===== config.mk =====
export PLATFORM = sky130hd
export DESIGN_NAME = mecanum_wheel_speed_mixer_unit
export DESIGN_NICKNAME = d
export VERILOG_FILES = /design/src/mwsm_pkg.sv /design/src/mwsm_serial_mul.sv /design/src/mecanum_wheel_speed_mixer_unit.sv
export SDC_FILE = /design/constraint.sdc
export NUM_CORES = 1
export LEC_CHECK = 0
export BUFFER_PORTS_ARGS = -buffer_cell sky130_fd_sc_hd__buf_2
export CORE_MARGIN = 5
export CORE_UTILIZATION = 42
export CTS_CLUSTER_DIAMETER = 60
export DETAILED_ROUTE_END_ITERATION = 7
export SLEW_MARGIN = 30
export SYNTH_ARGS = -nofsm -noshare
export SYNTH_HDL_FRONTEND = slang
export SYNTH_SLANG_ARGS = --single-unit

===== constraint.sdc =====
create_clock -name clock -period 7.2 [get_ports clock]
set_clock_uncertainty 0.2 [all_clocks]
set_input_delay 0.72 -clock clock [delete_from_list [all_inputs] [get_ports clock]]
set_output_delay 0.72 -clock clock [all_outputs]
set_load 0.1 [all_outputs]

===== src/mwsm_pkg.sv =====
// Shared constants, types and state codes of the mecanum wheel speed mixer.
`default_nettype none

package mwsm_pkg;

   // Field widths
   localparam int CMD_W      = 16;
   localparam int GEOM_W     = 16;
   localparam int GAIN_W     = 16;
   localparam int LIMIT_W    = 15;
   localparam int WHEEL_W    = 16;
   localparam int WHEELS     = 4;
   localparam int REQ_DATA_W = 3 * CMD_W;
   localparam int RSP_DATA_W = WHEELS * WHEEL_W;
   localparam int CSR_IDX_W  = 2;
   localparam int CSR_DATA_W = 16;

   // Fixed-point layout of the wheel linear speed
   localparam int FRAC_BITS = 20;
   localparam int ROT_W     = 32;
   localparam int XY_W      = CMD_W + 1;
   localparam int V_W       = XY_W + FRAC_BITS + 2;
   localparam int VSAT_W    = 36;

   // Serial multiplier: 36-bit unsigned multiplicand, 16-bit multiplier
   localparam int MUL_A_W   = VSAT_W;
   localparam int MUL_B_W   = 16;
   localparam int PROD_W    = MUL_A_W + MUL_B_W;
   localparam int MUL_CNT_W = $clog2(MUL_B_W);
   localparam int GAIN_SHIFT = FRAC_BITS + 8;
   localparam int PMAG_W    = PROD_W - GAIN_SHIFT;

   // Rescale divider: quotient never exceeds the limit
   localparam int QUO_W     = LIMIT_W;
   localparam int DIV_CNT_W = $clog2(QUO_W);

   // Register reset values
   localparam logic [GEOM_W-1:0]  GEOM_RESET  = 16'd0;
   localparam logic [GAIN_W-1:0]  GAIN_RESET  = 16'd256;
   localparam logic [LIMIT_W-1:0] LIMIT_RESET = 15'd8000;

   // Register indexes
   localparam logic [CSR_IDX_W-1:0] CSR_GEOMETRY_SUM = 2'd0;
   localparam logic [CSR_IDX_W-1:0] CSR_MOTOR_GAIN   = 2'd1;
   localparam logic [CSR_IDX_W-1:0] CSR_SPEED_LIMIT  = 2'd2;

   // Wheel indexes
   localparam logic [1:0] WHEEL_1 = 2'd0;
   localparam logic [1:0] WHEEL_2 = 2'd1;
   localparam logic [1:0] WHEEL_3 = 2'd2;
   localparam logic [1:0] WHEEL_4 = 2'd3;

   // Saturation magnitudes of a 16-bit wheel speed
   localparam logic [WHEEL_W-1:0] SAT_MAG_NEG = 16'h8000;
   localparam logic [WHEEL_W-1:0] SAT_MAG_POS = 16'h7FFF;

   typedef enum logic [3:0] {
      ST_IDLE,
      ST_ROT_GO,
      ST_ROT_WAIT,
      ST_MOT_GO,
      ST_MOT_WAIT,
      ST_CHECK,
      ST_SCL_GO,
      ST_SCL_WAIT,
      ST_DIV,
      ST_EMIT
   } state_type;

   typedef struct packed {
      logic               start;
      logic [MUL_A_W-1:0] mcand;
      logic [MUL_B_W-1:0] mplier;
   } mul_req_type;

   typedef struct packed {
      logic              busy;
      logic              done;
      logic [PROD_W-1:0] product;
   } mul_rsp_type;

endpackage

`default_nettype wire


===== src/mwsm_serial_mul.sv =====
// Bit-serial unsigned shift-add multiplier, one multiplier bit per cycle.
`default_nettype none

module mwsm_serial_mul (
   input  wire logic                  clock,
   input  wire logic                  reset,
   input  wire mwsm_pkg::mul_req_type mul_req,
   output mwsm_pkg::mul_rsp_type      mul_rsp
);
   import mwsm_pkg::*;

   localparam logic [MUL_CNT_W-1:0] CNT_LAST = MUL_CNT_W'(MUL_B_W - 1);

   logic [MUL_A_W-1:0]   mcand_ff, mcand_in;
   logic [MUL_A_W-1:0]   hi_ff, hi_in;
   logic [MUL_B_W-1:0]   lo_ff, lo_in;
   logic [MUL_CNT_W-1:0] cnt_ff, cnt_in;
   logic                 busy_ff, busy_in;
   logic                 done_ff, done_in;
   logic [MUL_A_W:0]     sum;

   // Partial product add: the low word holds the remaining multiplier bits
   assign sum = {1'b0, hi_ff} + (lo_ff[0] ? {1'b0, mcand_ff} : '0);

   // Step control
   always_comb begin
      mcand_in = mcand_ff;
      hi_in    = hi_ff;
      lo_in    = lo_ff;
      cnt_in   = cnt_ff;
      busy_in  = busy_ff;
      done_in  = 1'b0;
      if (mul_req.start) begin
         mcand_in = mul_req.mcand;
         hi_in    = '0;
         lo_in    = mul_req.mplier;
         cnt_in   = '0;
         busy_in  = 1'b1;
      end else if (busy_ff) begin
         hi_in   = sum[MUL_A_W:1];
         lo_in   = {sum[0], lo_ff[MUL_B_W-1:1]};
         cnt_in  = cnt_ff + 1'b1;
         busy_in = (cnt_ff != CNT_LAST);
         done_in = (cnt_ff == CNT_LAST);
      end
   end

   always_ff @(posedge clock) begin
      if (reset) begin
         busy_ff <= 1'b0;
         done_ff <= 1'b0;
      end else begin
         busy_ff <= busy_in;
         done_ff <= done_in;
      end
   end

   always_ff @(posedge clock) begin
      mcand_ff <= mcand_in;
      hi_ff    <= hi_in;
      lo_ff    <= lo_in;
      cnt_ff   <= cnt_in;
   end

   assign mul_rsp.busy    = busy_ff;
   assign mul_rsp.done    = done_ff;
   assign mul_rsp.product = {hi_ff, lo_ff};

endmodule

`default_nettype wire


===== src/mecanum_wheel_speed_mixer_unit.sv =====
// Mecanum wheel speed mixer: body velocity command in, four motor speeds out.
//
// The req channel takes one word per body velocity command (forward speed,
// sideways speed, spin rate). The rsp channel gives at most one word per
// command: four signed motor speeds in tdata, and a stop flag in tuser. An
// all-zero command gives one stop word with zero speeds, and further
// all-zero commands give nothing until a nonzero command arrives.
// The csr channel writes geometry sum, motor gain and speed limit; it is
// always ready and should only be used while the block is idle.
// One command is worked at a time. For a nonzero command the serial
// multiplier runs once for the spin term and once per wheel. When the
// largest motor speed exceeds the limit, each wheel adds a multiply and a
// 15-step serial divide. The next command is taken in the cycle after the
// result word is loaded. A result word sits in the output register
// until taken; a new command is accepted meanwhile, and its result waits
// if the previous word has still not been taken. Reset clears the stop
// history, empties the output register and loads the register defaults.
`default_nettype none

module mecanum_wheel_speed_mixer_unit (
   input  wire logic                               clock,
   input  wire logic                               reset,
   // req_tdata: speed_x [15:0], speed_y [31:16], spin_rate [47:32]
   input  wire logic [mwsm_pkg::REQ_DATA_W-1:0]    req_tdata,
   input  wire logic                               req_tvalid,
   output logic                                    req_tready,
   // rsp_tdata: wheel_speed_1 [15:0], wheel_speed_2 [31:16],
   //            wheel_speed_3 [47:32], wheel_speed_4 [63:48]
   output logic [mwsm_pkg::RSP_DATA_W-1:0]         rsp_tdata,
   // rsp_tuser: stop_command [0]
   output logic                                    rsp_tuser,
   output logic                                    rsp_tvalid,
   input  wire logic                               rsp_tready,
   input  wire logic                               csr_valid,
   output logic                                    csr_ready,
   input  wire logic [mwsm_pkg::CSR_IDX_W-1:0]     csr_index,
   input  wire logic [mwsm_pkg::CSR_DATA_W-1:0]    csr_data
);
   import mwsm_pkg::*;

   localparam logic [DIV_CNT_W-1:0] DIV_LAST = DIV_CNT_W'(QUO_W - 1);

   state_type state_ff, state_in;

   // Configuration and command state
   logic [GEOM_W-1:0]         geom_ff;
   logic [GAIN_W-1:0]         gain_ff;
   logic [LIMIT_W-1:0]        limit_ff;
   logic                      stop_sent_ff;
   logic                      stop_pend_ff;
   logic signed [CMD_W-1:0]   x_ff, y_ff, r_ff;
   logic signed [ROT_W-1:0]   rot_ff;
   logic                      neg_ff;
   logic [1:0]                idx_ff;
   logic signed [WHEEL_W-1:0] m_ff [WHEELS];
   logic [WHEEL_W-1:0]        mx_ff;
   logic [WHEEL_W-1:0]        rem_ff;
   logic [QUO_W-1:0]          quo_ff;
   logic [DIV_CNT_W-1:0]      div_cnt_ff;

   // Output register
   logic                      rsp_valid_ff;
   logic [RSP_DATA_W-1:0]     rsp_data_ff;
   logic                      rsp_stop_ff;

   // Decode from the state machine
   logic        accept;
   logic        cmd_zero;
   logic        emit_load;
   logic        div_last;
   mul_req_type mul_req;
   mul_rsp_type mul_rsp;

   // Datapath nets
   logic                      add_y, add_rot, neg_motor;
   logic signed [XY_W-1:0]    xy;
   logic signed [V_W-1:0]     v_lin, rot_ext, v;
   logic                      v_fits;
   logic [VSAT_W-1:0]         v_low;
   logic [VSAT_W-1:0]         v_mag;
   logic [CMD_W-1:0]          r_mag;
   logic [PMAG_W-1:0]         p_mag;
   logic [WHEEL_W-1:0]        sat_mag;
   logic signed [WHEEL_W-1:0] m_new;
   logic signed [WHEEL_W-1:0] m_sel;
   logic [WHEEL_W-1:0]        m_mag;
   logic [WHEEL_W:0]          trial;
   logic [WHEEL_W+1:0]        diff;
   logic                      q_bit;
   logic [QUO_W-1:0]          quo_next;
   logic [WHEEL_W-1:0]        quo_ext;
   logic signed [WHEEL_W-1:0] m_scaled;

   mwsm_serial_mul u_mul (
      .clock   (clock),
      .reset   (reset),
      .mul_req (mul_req),
      .mul_rsp (mul_rsp)
   );

   assign cmd_zero  = (req_tdata == '0);
   assign csr_ready = 1'b1;

   // Wheel mix: x -/+ y +/- r*G per wheel, saturated to a 16-bit integer part
   assign add_y     = (idx_ff == WHEEL_2) || (idx_ff == WHEEL_3);
   assign add_rot   = (idx_ff == WHEEL_1) || (idx_ff == WHEEL_3);
   assign neg_motor = (idx_ff == WHEEL_1) || (idx_ff == WHEEL_3);
   assign xy        = add_y ? ({x_ff[CMD_W-1], x_ff} + {y_ff[CMD_W-1], y_ff})
                            : ({x_ff[CMD_W-1], x_ff} - {y_ff[CMD_W-1], y_ff});
   assign v_lin     = {{(V_W-XY_W-FRAC_BITS){xy[XY_W-1]}}, xy, {FRAC_BITS{1'b0}}};
   assign rot_ext   = {{(V_W-ROT_W){rot_ff[ROT_W-1]}}, rot_ff};
   assign v         = add_rot ? (v_lin + rot_ext) : (v_lin - rot_ext);
   assign v_fits    = (v[V_W-1:VSAT_W-1] == '0) || (v[V_W-1:VSAT_W-1] == '1);
   assign v_low     = v[VSAT_W-1:0];

   always_comb begin
      if (!v_fits) begin
         v_mag = v[V_W-1] ? {1'b1, {(VSAT_W-1){1'b0}}} : {1'b0, {(VSAT_W-1){1'b1}}};
      end else if (v_low[VSAT_W-1]) begin
         v_mag = '0 - v_low;
      end else begin
         v_mag = v_low;
      end
   end

   assign r_mag = r_ff[CMD_W-1] ? (CMD_W'(0) - r_ff) : r_ff;

   // Motor speed: magnitude of v*gain/2^28 truncated, signed, saturated
   assign p_mag = mul_rsp.product[PROD_W-1:GAIN_SHIFT];

   always_comb begin
      if (neg_ff) begin
         sat_mag = (p_mag > PMAG_W'(SAT_MAG_NEG)) ? SAT_MAG_NEG : p_mag[WHEEL_W-1:0];
      end else begin
         sat_mag = (p_mag > PMAG_W'(SAT_MAG_POS)) ? SAT_MAG_POS : p_mag[WHEEL_W-1:0];
      end
   end

   assign m_new = neg_ff ? (WHEEL_W'(0) - sat_mag) : sat_mag;

   // Rescale: |m|*limit, then one restoring divide step per cycle by the max
   assign m_sel    = m_ff[idx_ff];
   assign m_mag    = m_sel[WHEEL_W-1] ? (WHEEL_W'(0) - m_sel) : m_sel;
   assign trial    = {rem_ff, quo_ff[QUO_W-1]};
   assign diff     = {1'b0, trial} - {2'b00, mx_ff};
   assign q_bit    = !diff[WHEEL_W+1];
   assign quo_next = {quo_ff[QUO_W-2:0], q_bit};
   assign quo_ext  = {{(WHEEL_W-QUO_W){1'b0}}, quo_next};
   assign m_scaled = neg_ff ? (WHEEL_W'(0) - quo_ext) : quo_ext;
   assign div_last = (div_cnt_ff == DIV_LAST);

   // Next state
   always_comb begin
      state_in = state_ff;
      case (state_ff)
         ST_IDLE: begin
            if (accept) begin
               if (!cmd_zero) begin
                  state_in = ST_ROT_GO;
               end else if (!stop_sent_ff) begin
                  state_in = ST_EMIT;
               end
            end
         end
         ST_ROT_GO:   state_in = ST_ROT_WAIT;
         ST_ROT_WAIT: begin
            if (mul_rsp.done) state_in = ST_MOT_GO;
         end
         ST_MOT_GO:   state_in = ST_MOT_WAIT;
         ST_MOT_WAIT: begin
            if (mul_rsp.done) state_in = (idx_ff == WHEEL_4) ? ST_CHECK : ST_MOT_GO;
         end
         ST_CHECK: begin
            state_in = (mx_ff > {1'b0, limit_ff}) ? ST_SCL_GO : ST_EMIT;
         end
         ST_SCL_GO:   state_in = ST_SCL_WAIT;
         ST_SCL_WAIT: begin
            if (mul_rsp.done) state_in = ST_DIV;
         end
         ST_DIV: begin
            if (div_last) state_in = (idx_ff == WHEEL_4) ? ST_EMIT : ST_SCL_GO;
         end
         ST_EMIT: begin
            if (emit_load) state_in = ST_IDLE;
         end
         default:     state_in = ST_IDLE;
      endcase
   end

   // State machine outputs
   always_comb begin
      req_tready     = 1'b0;
      emit_load      = 1'b0;
      mul_req.start  = 1'b0;
      mul_req.mcand  = {{(MUL_A_W-CMD_W){1'b0}}, r_mag};
      mul_req.mplier = geom_ff;
      case (state_ff)
         ST_IDLE:   req_tready = 1'b1;
         ST_ROT_GO: mul_req.start = 1'b1;
         ST_MOT_GO: begin
            mul_req.start  = 1'b1;
            mul_req.mcand  = v_mag;
            mul_req.mplier = gain_ff;
         end
         ST_SCL_GO: begin
            mul_req.start  = 1'b1;
            mul_req.mcand  = {{(MUL_A_W-WHEEL_W){1'b0}}, m_mag};
            mul_req.mplier = {{(MUL_B_W-LIMIT_W){1'b0}}, limit_ff};
         end
         ST_EMIT:   emit_load = !rsp_valid_ff || rsp_tready;
         default:   req_tready = 1'b0;
      endcase
   end

   assign accept = req_tvalid && req_tready;

   // Control registers
   always_ff @(posedge clock) begin
      if (reset) begin
         state_ff     <= ST_IDLE;
         geom_ff      <= GEOM_RESET;
         gain_ff      <= GAIN_RESET;
         limit_ff     <= LIMIT_RESET;
         stop_sent_ff <= 1'b0;
         rsp_valid_ff <= 1'b0;
      end else begin
         state_ff <= state_in;
         if (csr_valid && csr_ready) begin
            case (csr_index)
               CSR_GEOMETRY_SUM: geom_ff  <= csr_data[GEOM_W-1:0];
               CSR_MOTOR_GAIN:   gain_ff  <= csr_data[GAIN_W-1:0];
               CSR_SPEED_LIMIT:  limit_ff <= csr_data[LIMIT_W-1:0];
               default:          geom_ff  <= geom_ff;
            endcase
         end
         if (accept) begin
            stop_sent_ff <= cmd_zero;
         end
         if (emit_load) begin
            rsp_valid_ff <= 1'b1;
         end else if (rsp_tready) begin
            rsp_valid_ff <= 1'b0;
         end
      end
   end

   // Datapath registers
   always_ff @(posedge clock) begin
      if (accept) begin
         x_ff         <= req_tdata[CMD_W-1:0];
         y_ff         <= req_tdata[2*CMD_W-1:CMD_W];
         r_ff         <= req_tdata[3*CMD_W-1:2*CMD_W];
         stop_pend_ff <= cmd_zero;
         mx_ff        <= '0;
         idx_ff       <= WHEEL_1;
      end
      case (state_ff)
         ST_ROT_GO: neg_ff <= r_ff[CMD_W-1];
         ST_ROT_WAIT: begin
            if (mul_rsp.done) begin
               rot_ff <= neg_ff ? (ROT_W'(0) - mul_rsp.product[ROT_W-1:0])
                                : mul_rsp.product[ROT_W-1:0];
            end
         end
         ST_MOT_GO: neg_ff <= v[V_W-1] ^ neg_motor;
         ST_MOT_WAIT: begin
            if (mul_rsp.done) begin
               m_ff[idx_ff] <= m_new;
               if (sat_mag > mx_ff) mx_ff <= sat_mag;
               idx_ff <= idx_ff + 1'b1;
            end
         end
         ST_SCL_GO: neg_ff <= m_sel[WHEEL_W-1];
         ST_SCL_WAIT: begin
            if (mul_rsp.done) begin
               rem_ff     <= mul_rsp.product[WHEEL_W+QUO_W-1:QUO_W];
               quo_ff     <= mul_rsp.product[QUO_W-1:0];
               div_cnt_ff <= '0;
            end
         end
         ST_DIV: begin
            rem_ff     <= q_bit ? diff[WHEEL_W-1:0] : trial[WHEEL_W-1:0];
            quo_ff     <= quo_next;
            div_cnt_ff <= div_cnt_ff + 1'b1;
            if (div_last) begin
               m_ff[idx_ff] <= m_scaled;
               idx_ff       <= idx_ff + 1'b1;
            end
         end
         default: neg_ff <= neg_ff;
      endcase
      if (emit_load) begin
         rsp_stop_ff <= stop_pend_ff;
         rsp_data_ff <= stop_pend_ff ? '0 : {m_ff[3], m_ff[2], m_ff[1], m_ff[0]};
      end
   end

   assign rsp_tvalid = rsp_valid_ff;
   assign rsp_tdata  = rsp_data_ff;
   assign rsp_tuser  = rsp_stop_ff;

   // A stop word carries zero speeds
   a_stop_zero: assert property (@(posedge clock) disable iff (reset)
      rsp_tvalid && rsp_tuser |-> rsp_tdata == '0)
      else $error("stop word with nonzero wheel speeds");

   // The multiplier is never left running once a command is finished
   a_mul_idle: assert property (@(posedge clock) disable iff (reset)
      state_ff == ST_IDLE |-> !mul_rsp.busy)
      else $error("multiplier busy while idle");

   // Restoring divide keeps its partial remainder below the divisor
   a_div_rem: assert property (@(posedge clock) disable iff (reset)
      state_ff == ST_DIV |-> rem_ff < mx_ff)
      else $error("divider remainder out of range");

   // A word only appears from the emit step
   a_rsp_source: assert property (@(posedge clock) disable iff (reset)
      $rose(rsp_tvalid) |-> $past(state_ff) == ST_EMIT)
      else $error("result word without emit step");

endmodule

`default_nettype wire

# Word level (Yosys, flattened, before mapping)
# Memory sizes are Yosys's and may differ from the RTL's. A register that Yosys moved wholly into a read port is not among the register bits.
# Cells that the tools add are included.
dict set report classes {
  addsub 15
  magnitude_cmp 4
  eq_ne 25
  mux 59
  bitwise 3
  reduce_logical 24
}
# operator n
set op_table {}
lappend op_table {{16-bit 2-to-1 mux} 16}
lappend op_table {{36-bit 2-to-1 mux} 4}
lappend op_table {{52-bit one-hot mux with 2 select lines} 1}
lappend op_table {{48-bit zero test} 1}
lappend op_table {{1-bit by 16-bit subtractor with 16-bit output (first input constant)} 3}
lappend op_table {{4-bit 2-to-1 mux} 11}
lappend op_table {{4-bit one-hot mux with 10 select lines} 1}
lappend op_table {{39-bit 2-to-1 mux} 1}
lappend op_table {{37-bit by 32-bit adder with 38-bit output} 1}
lappend op_table {{37-bit by 32-bit subtractor with 38-bit output} 1}
lappend op_table {{36-bit by 37-bit adder with 37-bit output} 1}
lappend op_table {{1-bit by 36-bit subtractor with 36-bit output (first input constant)} 1}
lappend op_table {{32-bit 2-to-1 mux} 1}
lappend op_table {{16-bit one-hot mux with 2 select lines} 1}
lappend op_table {{1-bit by 32-bit subtractor with 32-bit output (first input constant)} 1}
lappend op_table {{15-bit one-hot mux with 2 select lines} 1}
lappend op_table {{24-bit by 15-bit greater-than comparator with 1-bit output (second input constant)} 1}
lappend op_table {{24-bit by 16-bit greater-than comparator with 1-bit output (second input constant)} 1}
lappend op_table {{4-bit equality test (second input constant)} 5}
lappend op_table {{17-bit by 16-bit subtractor with 18-bit output} 1}
lappend op_table {{16-bit by 16-bit adder with 17-bit output} 1}
lappend op_table {{17-bit 2-to-1 mux} 1}
lappend op_table {{16-bit by 16-bit subtractor with 17-bit output} 1}
lappend op_table {{4-bit by 3-bit equality test with 1-bit output (second input constant)} 4}
lappend op_table {{33 further kinds} 69}
dict set report totals {
  regBits 283
  ramBits 64
  input_bits 71
  out_inout_bits 68
  mem_count 1
}
# memory words word_bits rd rd_ports_with_merged_regs write_ports line
set memory_table {}
lappend memory_table {m_ff 4 16 5 5 1 mecanum_wheel_speed_mixer_unit.sv:55} ;# logic signed [WHEEL_W-1:0] m_ff [WHEELS];

# Depth between registers and ports, before layout
dict set report logic_depth {
  word_depth 10
  mapped_depth 32
  mapped_depth_nobuf 25
}

# Hierarchy
# A second synthesis with hierarchy kept.
dict set report unflattened {
  cells_unflattened 2737
  area_unflattened_um2 26151.3
}
# module instances cells_each area_each_um2
set modules_own_cells {}
lappend modules_own_cells {mecanum_wheel_speed_mixer_unit 1 2196 20703.6}
lappend modules_own_cells {mwsm_serial_mul 1 541 5447.7}

# Worst setup path after synthesis
# Ideal clock, no wire load.
dict set report synth_timing {
  kind {register -> register}
  startpoint {register idx_ff[0]}
  endpoint {register u_mul.mcand_ff[10] (data pin)}
  setup_ps 261
  arrival_ps 6864
  t_required_ps 6739
  path_slack_ps -125
  path_stages_with_launch 28
  path_buffers 5
  synth_period_minus_slack_ps 7325
  path_cell_list {dfxtp_1 -> clkbuf_1 -> clkbuf_1 -> inv_1 -> ha_1 -> clkbuf_1 -> mux2_2 -> fa_1 -> a21o_1 -> a21oi_1 -> o21ai_0 -> a21o_1 -> a21o_1 -> a31oi_1 -> xnor2_1 -> ha_1 -> inv_1 -> a21o_1 -> or3_1 -> o21ai_0 -> o31a_1 -> nor3_1 -> or3_1 -> buf_2 -> a211o_1 -> mux2i_1 -> buf_2 -> a21oi_1}
}
# element line
set synth_rtl {}
lappend synth_rtl {{start, declared} mecanum_wheel_speed_mixer_unit.sv:54} ;# logic [1:0] idx_ff;
lappend synth_rtl {{start signal, assigned} mecanum_wheel_speed_mixer_unit.sv:270} ;# idx_ff <= idx_ff + 1'b1;
lappend synth_rtl {{start signal, assigned} mecanum_wheel_speed_mixer_unit.sv:287} ;# idx_ff <= idx_ff + 1'b1;
lappend synth_rtl {{end signal, assigned} mwsm_serial_mul.sv:59} ;# mcand_ff <= mcand_in;
lappend synth_rtl {{end, declared} mwsm_serial_mul.sv:14} ;# logic [MUL_A_W-1:0] mcand_ff, mcand_in;

==> impl_metrics.env <==
export IMPL_die_area_um2=67300
export IMPL_pin_count=139
export IMPL_area_growth_syn_to_layout_pct=12.6
export IMPL_fp_dieW_um=259
export IMPL_start_kind="flip-flop"
export IMPL_rsz0062_at_grt="false"
export IMPL_wl_per_cell_um=22.1
export IMPL_grt_pass1_wl_um=124000
export IMPL_worst_pin_slew_ns=0.951
export IMPL_antenna_found_initial=0
export IMPL_status="complete, no violations"
export IMPL_cts_tree="done"
export IMPL_hold_buffers=0
export IMPL_hold_violations=0
export IMPL_routed_via_count=21900
export IMPL_max_freq_mhz=146
export IMPL_fill_cells=5815
export IMPL_synth_edf_count=298
export IMPL_seq_area_um2=11200
export IMPL_worstSetupPathType="flip-flop to flip-flop"
export IMPL_rows=91
export IMPL_seq_area_frac_synth_pct=42.9
export IMPL_synthFlopType="edfxtp_1"
export IMPL_ys_seq_elements=411
export IMPL_r2r_cells=26
export IMPL_rrSetupSlack_ns=0.37
export IMPL_crit_required_ns=7.38
export IMPL_via_per_inst=5.88
export IMPL_clock_path_buffers=3
export IMPL_pwr_density_cell_nw_per_um2=464
export IMPL_period_needed_ns=6.83
export IMPL_dr_pass1_iters=6
export IMPL_rr_startpoint="idx_ff[1]"
export IMPL_ant_nets=0
export IMPL_synth_warnings=0
export IMPL_clk_latency_ns=0.61
export IMPL_placed_area_um2=27700
export IMPL_postSynthCellCount=2749
export IMPL_cts_reportedPaths_clkPinSlew_ns=0.06
export IMPL_cts_htree_levels=2
export IMPL_drive_above_1_share_pct=11.8
export IMPL_core_um2=61700
export IMPL_multi_input_area_um2=14100
export IMPL_min_to="y_ff[6]"
export IMPL_diodes=0
export IMPL_setup_violations=0
export IMPL_hold_path_depth=1
export IMPL_cts_root_buf="clkbuf_16"
export IMPL_dp_hpwl_um=63100
export IMPL_cts_made_buffers=48
export IMPL_grtUsageTotal_pct=23.5
export IMPL_syn_cell_area_um2=26100
export IMPL_num_nets_final=3071
export IMPL_worstPathArrival_ns=7.01
export IMPL_wirelength_um=82200
export IMPL_grt_max_degree=71
export IMPL_relSlewSlack_pct=36.0
export IMPL_slew_viol_final=0
export IMPL_p_leak_nw=11.1
export IMPL_path_max_fanout=18
export IMPL_ir_drop_mv=0.326
export IMPL_synthArstFlopShare_pct=0
export IMPL_holdCritStartpoint="req_tdata[22]"
export IMPL_gp_congestion=0.964
export IMPL_port_buffers=137
export IMPL_grt_ovfl_total=0
export IMPL_max_cap_violations=0
export IMPL_synth_nets=2974
export IMPL_design_area_um2=29400
export IMPL_syn_avg_cell_area_um2=9.50
export IMPL_fin_setup_tns_ns=0
export IMPL_grt_pass1_vias=20600
export IMPL_crit_reg2reg_capture="u_mul.mcand_ff[33]"
export IMPL_die_h_um=259
export IMPL_synth_cell_type_count=93
export IMPL_start_util_pct=42.3
export IMPL_clock_sinks=411
export IMPL_min_delay_path_class="input pin to flip-flop"
export IMPL_crit_path_end_kind="flip-flop"
export IMPL_min_period_over_period_pct=94.8
export IMPL_drc=0
export IMPL_drt_iter0_drc=2016
==> layout make-up <==
| type | count | area share (%) |
|---|---|---|
| Inverter | 111 | 1.42 |
| Sequential cell | 411 | 38.1 |
| Tap cell | 837 | 3.56 |
| Multi-Input combinational cell | 2097 | 47.8 |
| Clock buffer | 63 | 4.46 |
| Timing Repair Buffer | 177 | 3.48 |
| Clock inverter | 25 | 1.13 |
==> cell usage after synthesis (51+ instances only) <==
cell | instances | area [µm²]
xnor2_1 | 118 | 1030
nor2_1 | 206 | 773
and2_1 | 53 | 332
nor3_1 | 70 | 350
nor2b_1 | 75 | 469
nand2_1 | 314 | 1180
a21o_1 | 51 | 383
xor2_1 | 73 | 639
ha_1 | 150 | 1880
edfxtp_1 | 298 | 8950
a21oi_1 | 213 | 1070
inv_1 | 109 | 409
dfxtp_1 | 113 | 2260
clkbuf_1 | 107 | 402
o21ai_0 | 136 | 681
==> worst max-delay path, cell delays in order (launching register included) <==
cell	delay (ns)
dfxtp_1	0.33
inv_1	0.07
ha_1	0.32
mux2_2	0.38
fa_1	0.43
a21o_1	0.20
a21oi_1	0.21
o21ai_0	0.17
a21o_1	0.21
a21o_1	0.23
a31oi_4	0.26
xnor2_1	0.13
ha_2	0.41
inv_1	0.10
a21o_1	0.23
or3_1	0.37
o21ai_2	0.19
o31a_1	0.24
nor3_1	0.07
buf_4	0.19
or3_1	0.30
buf_4	0.20
a2111oi_4	0.38
buf_6	0.22
nor2_2	0.08
buf_4	0.24
a221oi_2	0.23
==> logic make-up after synthesis <==
family,synth area share (%)
buffers and inverters,3.56
AND/OR/NAND/NOR,18.3
XOR/XNOR,6.40
flip-flops,42.9
other,0.0144
AO/OA/AOI/OAI,17.8
adder cells (fa/ha/maj),7.49
multiplexers,3.49
==> layout by cell type, fill, tap and decap left out, types with 26 or more instances in the layout <==
master,Yosys,layout
edfxtp_1,298,298
buf_4,4,37
and2_1,53,50
a22oi_1,30,30
nor4_1,31,31
nor3_1,70,67
nand3_1,48,48
a21o_1,51,51
inv_1,109,108
nand2_1,314,314
or3_1,37,37
nor2_1,206,202
clkbuf_16,0,48
a31oi_1,29,28
ha_1,150,149
a21oi_1,213,213
o21ai_0,136,134
dfxtp_1,113,113
a211oi_1,26,26
xor2_1,73,73
nand2b_1,30,30
mux2i_1,36,36
buf_2,8,136
nor2b_1,75,74
xnor2_1,118,118
==> worst max path at each step <==
| stage | start | to | slack [ns] | depth (start not counted) |
|---|---|---|---|---|
| global route | idx_ff[1] | u_mul.mcand_ff[21] | 0.02 | 24 |
| detailed placement | idx_ff[1] | u_mul.mcand_ff[33] | 0.03 | 26 |
| CTS | idx_ff[1] | u_mul.mcand_ff[33] | 0.09 | 26 |
| floorplan | idx_ff[0] | u_mul.mcand_ff[10] | 0.04 | 27 |
| finish | idx_ff[1] | u_mul.mcand_ff[33] | 0.37 | 26 |
| global placement | idx_ff[1] | u_mul.mcand_ff[33] | 0.26 | 26 |
==> through the flow <==
step | worst slack, ns | power [mW] | util (%) | hold WS [ns] | cells
final | 0.372 | 13.6 | 47.7 | 0.112 | 3721
after global routing | 0.0247 | 14.5 | 47.7 | 0.0834 | 3721
after CTS | 0.0889 | 13.5 | 47.6 | 0.0817 | 3719
after detailed placement | 0.0321 | 10.9 | 44.9 | 0.248 | 3631
after global placement | 0.264 | 10.8 | 44.8 | 0.241 | 3628
after floorplan | 0.0439 | 8.85 | - | 0.224 | 2749
==> layer usage <==
| layer | track usage (%) | part of all wire (%) |
|---|---|---|
| met1 | 32.9 | 44 |
| met2 | 37.6 | 46 |
| met3 | 3.35 | 6.5 |
| met4 | 7.87 | 3.5 |
| met5 | 0 | 0 |
==> registers in the layout, summed over array words and instances (netlist names), 32 cells and up <==
register        flops
m_ff               64
rsp_tdata          64
u_mul.hi_ff        36
u_mul.mcand_ff     36
rot_ff             32
==> power breakdown <==
group / switching (mW) / internal (mW) / leakage (nW)
registers: 0.438 / 3.23 / 3.66
logic: 4.80 / 2.64 / 6.64
clock network: 1.02 / 1.51 / 0.807
==> repair_timing <==
action / 4_1_cts / 5_1_grt
endpoints found under the hold margin: 0 / 0
endpoints found under the setup margin: 1 / 30
gates resized for setup: 1 / 6
buffers inserted: 0 / 2
pin swaps: 0 / 1
Power figures use the tool's default switching activity.
